`src/design/swa_pkg.sv`:
```
package swa_pkg;

  // Sizing
  localparam int MAX_PACKETS = 4096;
  localparam int MAX_WINDOW  = 32;
  localparam int ADDR_W      = $clog2(MAX_PACKETS);
  localparam int CNT_W       = ADDR_W + 1;
  localparam int WIN_W       = 6;
  localparam int TMO_W       = 16;
  localparam int CFG_W       = 16;
  localparam int CFG_IDX_W   = 2;

  // Ack map entries hold the epoch of the transfer that acked them.
  localparam int EPOCH_W = 8;
  typedef logic [EPOCH_W-1:0] epoch_t;
  localparam epoch_t EPOCH_NONE  = '0;
  localparam epoch_t EPOCH_FIRST = epoch_t'(1);
  localparam epoch_t EPOCH_LAST  = '1;

  // Reset values of the config registers
  localparam logic [WIN_W-1:0] WINDOW_RST  = WIN_W'(5);
  localparam logic [CNT_W-1:0] COUNT_RST   = CNT_W'(1);
  localparam logic [TMO_W-1:0] TIMEOUT_RST = TMO_W'(3);

  typedef enum logic [1:0] {
    ACT_START = 2'd0,
    ACT_ACK   = 2'd1,
    ACT_TICK  = 2'd2,
    ACT_NOP   = 2'd3
  } action_e;

  typedef enum logic [CFG_IDX_W-1:0] {
    CFG_WINDOW  = 2'd0,
    CFG_COUNT   = 2'd1,
    CFG_TIMEOUT = 2'd2
  } cfg_idx_e;

  // Effective (clamped) configuration
  typedef struct packed {
    logic [WIN_W-1:0] win;
    logic [CNT_W-1:0] cnt;
    logic [TMO_W-1:0] tmo;
  } cfg_t;

  // Ack map access
  typedef struct packed {
    logic              we;
    logic [ADDR_W-1:0] waddr;
    epoch_t            wdata;
    logic [ADDR_W-1:0] raddr;
  } mem_req_t;

  // One result word
  typedef struct packed {
    logic              send_valid;
    logic [ADDR_W-1:0] send_seq;
    logic              is_resend;
    logic [CNT_W-1:0]  window_base;
    logic              all_acked;
    logic              bad_ack;
    logic              last;
  } result_t;

endpackage

```
`src/design/swa_ctrl.sv`:
```
module swa_ctrl (
  input  logic                        clk_i,
  input  logic                        rst_ni,
  input  logic                        start_i,
  input  swa_pkg::action_e            action_i,
  input  logic [swa_pkg::ADDR_W-1:0]  ack_seq_i,
  input  swa_pkg::cfg_t               cfg_i,
  output swa_pkg::mem_req_t           mem_o,
  input  swa_pkg::epoch_t             rd_data_i,
  output logic                        busy_o,
  output logic                        res_valid_o,
  output swa_pkg::result_t            res_o
);
  import swa_pkg::*;

  typedef enum logic [3:0] {
    ST_IDLE  = 4'b0001,
    ST_CHK   = 4'b0010,
    ST_SEND  = 4'b0100,
    ST_CLEAR = 4'b1000
  } state_e;

  state_e            state_q, state_d;
  logic [CNT_W-1:0]  base_q, base_d;
  logic [CNT_W-1:0]  next_q, next_d;
  logic [TMO_W-1:0]  timer_q, timer_d;
  logic              running_q, running_d;
  epoch_t            epoch_q, epoch_d;
  logic              fwd_q, fwd_d;
  logic              adv_q, adv_d;
  logic              pend_q, pend_d;
  logic [ADDR_W-1:0] clr_cnt_q, clr_cnt_d;

  logic [CNT_W-1:0]  base_inc;
  logic [CNT_W-1:0]  next_inc;
  logic [TMO_W-1:0]  timer_inc;
  logic              base_open;
  logic              room_now;
  logic              room_after;
  logic              entry_acked;

  assign base_inc    = base_q + CNT_W'(1);
  assign next_inc    = next_q + CNT_W'(1);
  assign timer_inc   = (&timer_q) ? timer_q : timer_q + TMO_W'(1);
  assign base_open   = base_q < cfg_i.cnt;
  assign room_now    = (next_q < cfg_i.cnt) &&
                       ((next_q - base_q) < CNT_W'(cfg_i.win));
  assign room_after  = (next_inc < cfg_i.cnt) &&
                       ((next_inc - base_q) < CNT_W'(cfg_i.win));
  // first check forwards the ack written in the accept cycle
  assign entry_acked = (rd_data_i == epoch_q) || fwd_q;

  always_comb begin
    state_d   = state_q;
    base_d    = base_q;
    next_d    = next_q;
    timer_d   = timer_q;
    running_d = running_q;
    epoch_d   = epoch_q;
    fwd_d     = fwd_q;
    adv_d     = adv_q;
    pend_d    = pend_q;
    clr_cnt_d = clr_cnt_q;

    mem_o.we    = 1'b0;
    mem_o.waddr = ack_seq_i;
    mem_o.wdata = epoch_q;
    mem_o.raddr = base_q[ADDR_W-1:0];

    res_valid_o       = 1'b0;
    res_o.send_valid  = 1'b0;
    res_o.send_seq    = '0;
    res_o.is_resend   = 1'b0;
    res_o.window_base = base_q;
    res_o.all_acked   = !base_open;
    res_o.bad_ack     = 1'b0;
    res_o.last        = 1'b1;

    unique case (state_q)
      ST_IDLE: begin
        if (start_i) begin
          unique case (action_i)
            ACT_START: begin
              base_d    = '0;
              next_d    = '0;
              timer_d   = '0;
              running_d = (cfg_i.cnt != '0);
              if (epoch_q == EPOCH_LAST) begin
                pend_d    = 1'b1;
                clr_cnt_d = '0;
                state_d   = ST_CLEAR;
              end else begin
                epoch_d = epoch_q + EPOCH_FIRST;
                state_d = ST_SEND;
              end
            end
            ACT_ACK: begin
              if ({1'b0, ack_seq_i} >= cfg_i.cnt) begin
                res_valid_o   = 1'b1;
                res_o.bad_ack = 1'b1;
              end else begin
                mem_o.we = 1'b1;
                if (running_q && base_open) begin
                  fwd_d   = ({1'b0, ack_seq_i} == base_q);
                  adv_d   = 1'b0;
                  state_d = ST_CHK;
                end else begin
                  res_valid_o = 1'b1;
                end
              end
            end
            ACT_TICK: begin
              res_valid_o = 1'b1;
              if (running_q && base_open) begin
                if (timer_inc >= cfg_i.tmo) begin
                  timer_d          = '0;
                  res_o.send_valid = 1'b1;
                  res_o.send_seq   = base_q[ADDR_W-1:0];
                  res_o.is_resend  = 1'b1;
                end else begin
                  timer_d = timer_inc;
                end
              end
            end
            ACT_NOP: begin
              res_valid_o = 1'b1;
            end
          endcase
        end
      end

      // walk the map one entry per cycle; next read is prefetched
      ST_CHK: begin
        mem_o.raddr = base_inc[ADDR_W-1:0];
        fwd_d       = 1'b0;
        if (entry_acked && base_open) begin
          base_d = base_inc;
          adv_d  = 1'b1;
        end else if (!adv_q) begin
          res_valid_o = 1'b1;
          state_d     = ST_IDLE;
        end else begin
          if (next_q < base_q) begin
            next_d = base_q;
          end
          timer_d = '0;
          if (!base_open) begin
            running_d = 1'b0;
          end
          state_d = ST_SEND;
        end
      end

      ST_SEND: begin
        res_valid_o = 1'b1;
        if (room_now) begin
          res_o.send_valid = 1'b1;
          res_o.send_seq   = next_q[ADDR_W-1:0];
          res_o.last       = !room_after;
          next_d           = next_inc;
          if (!room_after) begin
            state_d = ST_IDLE;
          end
        end else begin
          state_d = ST_IDLE;
        end
      end

      ST_CLEAR: begin
        mem_o.we    = 1'b1;
        mem_o.waddr = clr_cnt_q;
        mem_o.wdata = EPOCH_NONE;
        clr_cnt_d   = clr_cnt_q + ADDR_W'(1);
        if (&clr_cnt_q) begin
          epoch_d = EPOCH_FIRST;
          pend_d  = 1'b0;
          state_d = pend_q ? ST_SEND : ST_IDLE;
        end
      end

      default: state_d = ST_IDLE;
    endcase
  end

  always_ff @(posedge clk_i or negedge rst_ni) begin
    if (!rst_ni) begin
      state_q   <= ST_CLEAR;
      base_q    <= '0;
      next_q    <= '0;
      timer_q   <= '0;
      running_q <= 1'b0;
      epoch_q   <= EPOCH_FIRST;
      fwd_q     <= 1'b0;
      adv_q     <= 1'b0;
      pend_q    <= 1'b0;
      clr_cnt_q <= '0;
    end else begin
      state_q   <= state_d;
      base_q    <= base_d;
      next_q    <= next_d;
      timer_q   <= timer_d;
      running_q <= running_d;
      epoch_q   <= epoch_d;
      fwd_q     <= fwd_d;
      adv_q     <= adv_d;
      pend_q    <= pend_d;
      clr_cnt_q <= clr_cnt_d;
    end
  end

  assign busy_o = (state_q != ST_IDLE);

endmodule
```
`config.mk`:
```
export PLATFORM = sky130hd
export DESIGN_NAME = swa_ctrl
export DESIGN_NICKNAME = d
export VERILOG_FILES = /design/src/design/swa_pkg.sv /design/src/design/swa_ctrl.sv
export SDC_FILE = /design/constraint.sdc
export NUM_CORES = 1
export LEC_CHECK = 0
export BUFFER_PORTS_ARGS = -buffer_cell sky130_fd_sc_hd__buf_2
export CORE_UTILIZATION = 53
export CTS_CLUSTER_SIZE = 28
export DETAILED_ROUTE_END_ITERATION = 7
export GPL_ROUTABILITY_DRIVEN = 0
export GPL_TIMING_DRIVEN = 1
export HOLD_SLACK_MARGIN = 0.1
export PLACE_DENSITY_LB_ADDON = 0.3
export SYNTH_ARGS = -nofsm -noshare
export SYNTH_HDL_FRONTEND = slang
export SYNTH_SLANG_ARGS = --single-unit
```
`constraint.sdc`:
```
create_clock -name clk_i -period 4 [get_ports clk_i]
set_input_delay 0.6 -clock clk_i [delete_from_list [all_inputs] [get_ports clk_i]]
set_output_delay 0.6 -clock clk_i [all_outputs]
set_load 0.01 [all_outputs]
```
; ---- After elaboration in Yosys (flattened, before gate mapping)
; Index checks and enable logic that the tools add are counted.
[totals]
regBits = 70
wordCells = 167
input_bits = 60
output_inout_bits = 65
[op_classes]
n_reduce_logical = 25
n_lt_le_gt_ge = 8
n_mux = 86
addsub = 7
n_eq_ne = 31
[op_table]
columns = op, count
row1 = $mux W13, 8
row2 = $mux W16, 6
row3 = $pmux W16 S2, 2
row4 = $mux W14, 4
row5 = $lt A13 B13 Y1, 4
row6 = $pmux W13 S2, 2
row7 = $mux W12, 4
row8 = $pmux W13 S3, 1
row9 = $mux W1, 33
row10 = $mux W4, 8
row11 = $mux W8, 4
row12 = $add A13 B1 Y13 const B, 2
row13 = $lt A13 B6 Y1, 2
row14 = $sub A13 B13 Y13, 2
row15 = $ne A2 B2 Y1 const B, 12
row16 = $pmux W12 S2, 1
row17 = $mux W20, 1
row18 = $reduce_and A6 Y1, 3
row19 = $add A16 B1 Y16 const B, 1
row20 = $ge A16 B16 Y1, 1
row21 = $pmux W4 S4, 1
row22 = $pmux W8 S2, 1
row23 = $reduce_and A16 Y1, 1
row24 = $reduce_and A5 Y1, 3
row25 = 31 further kinds, 50

; ---- Depth between registers and ports, before layout
[logic_depth]
ltp_word = 8
ltp_mapped = 17
depth_no_buf = 16

; ---- Least setup slack after synthesis
; Ideal clock, no wire load.
[synth_timing]
path_type = reg-to-output
startpoint = register timer_q[0]
endpoint = output port res_o[17] (netlist bit)
required_ns = 3.400
slack_ns = -0.455
path_stages_with_launch = 17
arrival_ns = 3.855
path_cell_list = dfrtp_1 -> ha_1 -> nand3_1 -> nor4_2 -> nand3_1 -> nand4_1 -> nor4_1 -> or2_2 -> ha_1 -> nand4_1 -> nor2_1 -> o211ai_1 -> o211ai_1 -> nand3_1 -> nor3_1 -> clkbuf_1 -> a22o_1
[synth_lines]
columns = item, line
row1 = from (decl), swa_ctrl.sv:26  ; logic [TMO_W-1:0] timer_q, timer_d;
row2 = from (signal assigned), swa_ctrl.sv:201  ; timer_q <= timer_d;
row3 = to (decl), swa_ctrl.sv:12  ; output swa_pkg::result_t res_o

==> out/metrics.yaml <==
status: "finished with violations"
violations: "negative setup slack"
async_flop_share_pct: 100
path_depth: 17
htree_levels: 3
worst_pin_slew_ns: 0.841
path_class: "reg2out"
synth_cell_types: 70
cp_cell_sequence: "buf_4, ha_4, buf_4, nand4_1, nor4_1, xnor2_1, inv_1, ha_1, nand3_1, o21ai_0, a221oi_1, nand4_1, nor4b_2, buf_4, and3_1, nand3_2, buf_6"
avgSynthCellArea_sq_um: 7.95
critPathTopFamily: "simple AND/OR/NAND/NOR gates"
grtUsageTotal_pct: 36.0
r2r_start: "next_q[0]"
synth_nets: 1153
die_area_sq_um: 15300
port_buffers: 124
setup_ws_ns: -0.417
max_freq_mhz: 226
die_width_microns: 124
drv_slew: 0
crit_path_start: "next_q[0]"
irDropWorstVdd_mv: 0.288
power-per-cell-area_nw_per_um2: 461
grt_pass1_wl_microns: 42000
required_ns: 3.40
endpoint: "res_o[0]"
final-seq-area_sq_um: 1760
totalWireLength_microns: 28600
cap_violations: 0
yosysMostFrequentCell: "ha_1"
ys_seq_area_share_pct: 22.4
timing.critical_path.mode_cell: "buf_4"
syn_area_sq_um: 7830
fin_area_sq_um: 10300
setup_viol: 28
start_kind: "flop"
core_sq_um: 14500
multi_input_area_sq_um: 6060
grt_remaining_overflow: 0
ctsHoldBuffers: 0
clock_skew_ns: 0.0116
synth_edf_count: 0
slew_headroom_pct: 43.8
synth.top_cell.area_share_pct: 21.7
cts_tree: "yes"
drive_gt1_share_pct: 28.5
nFillCells: 1103
p_leak_nw: 5.19
clk-insertion-delay-late_ns: 0.35
first_global_vias: 8212
arrival_ns: 3.82
vias: 8988
first_pass_iters: 7
hold_viol: 0
reg2reg_slack_ns: -0.14
grt_setup_unrepaired: "true"
critPathSlowestCell: "nor4_1"
routed_via_density: 6.43
drt_iter0_markers: 1013
ys_warn_count: 0
fin_crit_ns: 4.42
antenna_found_initial: 0
hpwl_microns: 19200
diodes: 0
routedWlPerCell_microns: 20.5
clk_path_buf_depth: 2
rr_worst_depth: 18
cts_root_buf: "clkbuf_16"
fin_util_pct: 71.0
rows: 44
hp-class: "in2async"
grt_max_degree: 34
synthCells: 985
pin_count: 125
postRouteAntennaNets: 0
area_growth_pct: 31.4
synth_seq_cells: 70
whs_ns: 0.319
critPathMaxFanout: 4
synthTopCellsByArea: "dfrtp_1 22%, ha_1 17%, xnor2_1 6.0%"
clkTransAtPathRegs_ns: 0.06
synth_commonest_cells: "106 x ha_1, 101 x nand2_1, 82 x inv_1"
drc_errors: 0
timing.rr.end: "state_q[0]"
finalSetupTns_ns: -6.14
fin_nets: 1376
synth_flop_cell: "dfrtp_1"
cp_num_buf_inv: 5
yosysTopAreaCell: "dfrtp_1"
cts_buffers: 9
die_y_microns: 124
cts.sinks: 70
slowest_delay_ns: 0.48
start_util_pct: 54.1
dpl_cell_area_sq_um: 9270
fin_crit_sh_pct: 110
cp-end-kind: "output pin"
through the flow:
| stage | worst slack [ns] | std cells | power (mW) |
|---|---|---|---|
| detailed placement | -0.114 | 1354 | 3.22 |
| floorplan | 0.00106 | 985 | 2.45 |
| global route | -0.563 | 1397 | 5.01 |
| finish | -0.417 | 1397 | 4.74 |
| global placement | -0.00338 | 1354 | 3.16 |
| CTS | -0.314 | 1386 | 4.21 |
worst min path at each step:
stage	slack, ns	endpoint	from
after floorplan	0.30	adv_q	rst_ni
after global placement	0.49	pend_q	pend_q
after detailed placement	0.50	clr_cnt_q[10]	clr_cnt_q[10]
after CTS	0.34	clr_cnt_q[6]	rst_ni
after global routing	0.37	clr_cnt_q[5]	rst_ni
final	0.32	clr_cnt_q[5]	rst_ni
kinds of logic (layout without fill, tap and decap cells):
group           count (synthesis)  after routing  share of synthesized area, %
xor+xnor                       73             73                          8.17
simple gates                  334            334                          21.4
mux                            18             18                          2.40
fa+ha+maj                     108            108                          17.5
flops                          70             70                          22.4
buf+inv                       114            342                          5.74
compound gates                268            268                          22.4
registers in the layout (all words and copies together) (netlist names):
name	cells
adv_q	1
base_q	13
clr_cnt_q	12
epoch_q	8
fwd_q	1
next_q	13
pend_q	1
running_q	1
state_q	4
timer_q	16
placed cells by master (no fill, tap or decap), types with 5 or more instances in the layout:
master / count
nand2_1: 100
a21oi_1: 53
nor3_1: 12
xor2_1: 18
a21oi_2: 7
nor2_1: 61
nor2b_1: 12
buf_2: 119
buf_6: 15
nor4_1: 7
o211ai_1: 13
clkbuf_16: 10
o21ai_0: 69
xnor2_1: 47
a21o_1: 20
nand3_1: 26
nand4_1: 28
o31ai_1: 9
or3_1: 10
a31oi_1: 12
a22oi_1: 9
mux2i_1: 12
dfrtp_1: 66
inv_1: 79
ha_1: 101
buf_4: 105
and2_1: 5
a211oi_1: 7
nand2b_1: 13
nand3_2: 7
and3_1: 11
a22o_1: 21
xnor2_2: 7
o21a_1: 5
per-layer routing:
metal	global-route usage, %	wire length, microns	vias to the layer above
met4	19.2	1580	0
met1	45.7	11200	4220
li1	-	-	4026
met2	56.2	12900	591
met5	0	0	-
met3	9.09	2930	151
report_power, final:
group	switching, mW	internal [mW]
sequential	0.136	0.802
clock	0.339	0.501
combinational	1.59	1.37
area by class of cell:
class                      instances  area share (%)
clock buffer                      11            2.36
clock inverter                     5           0.584
inverter                          84            3.10
multi-input combinational        801            58.9
sequential                        70            17.1
tap                              184            2.24
timing repair buffer             242            15.7
repair_timing:
| action | CTS | global route |
|---|---|---|
| setup buffers | 15 | 11 |
| pin swaps | 30 | 30 |
| gates resized for setup | 67 | 36 |
| gates cloned | 2 | 1 |
| endpoints found under the setup margin | 28 | 29 |
Power figures use the tool's default switching activity.
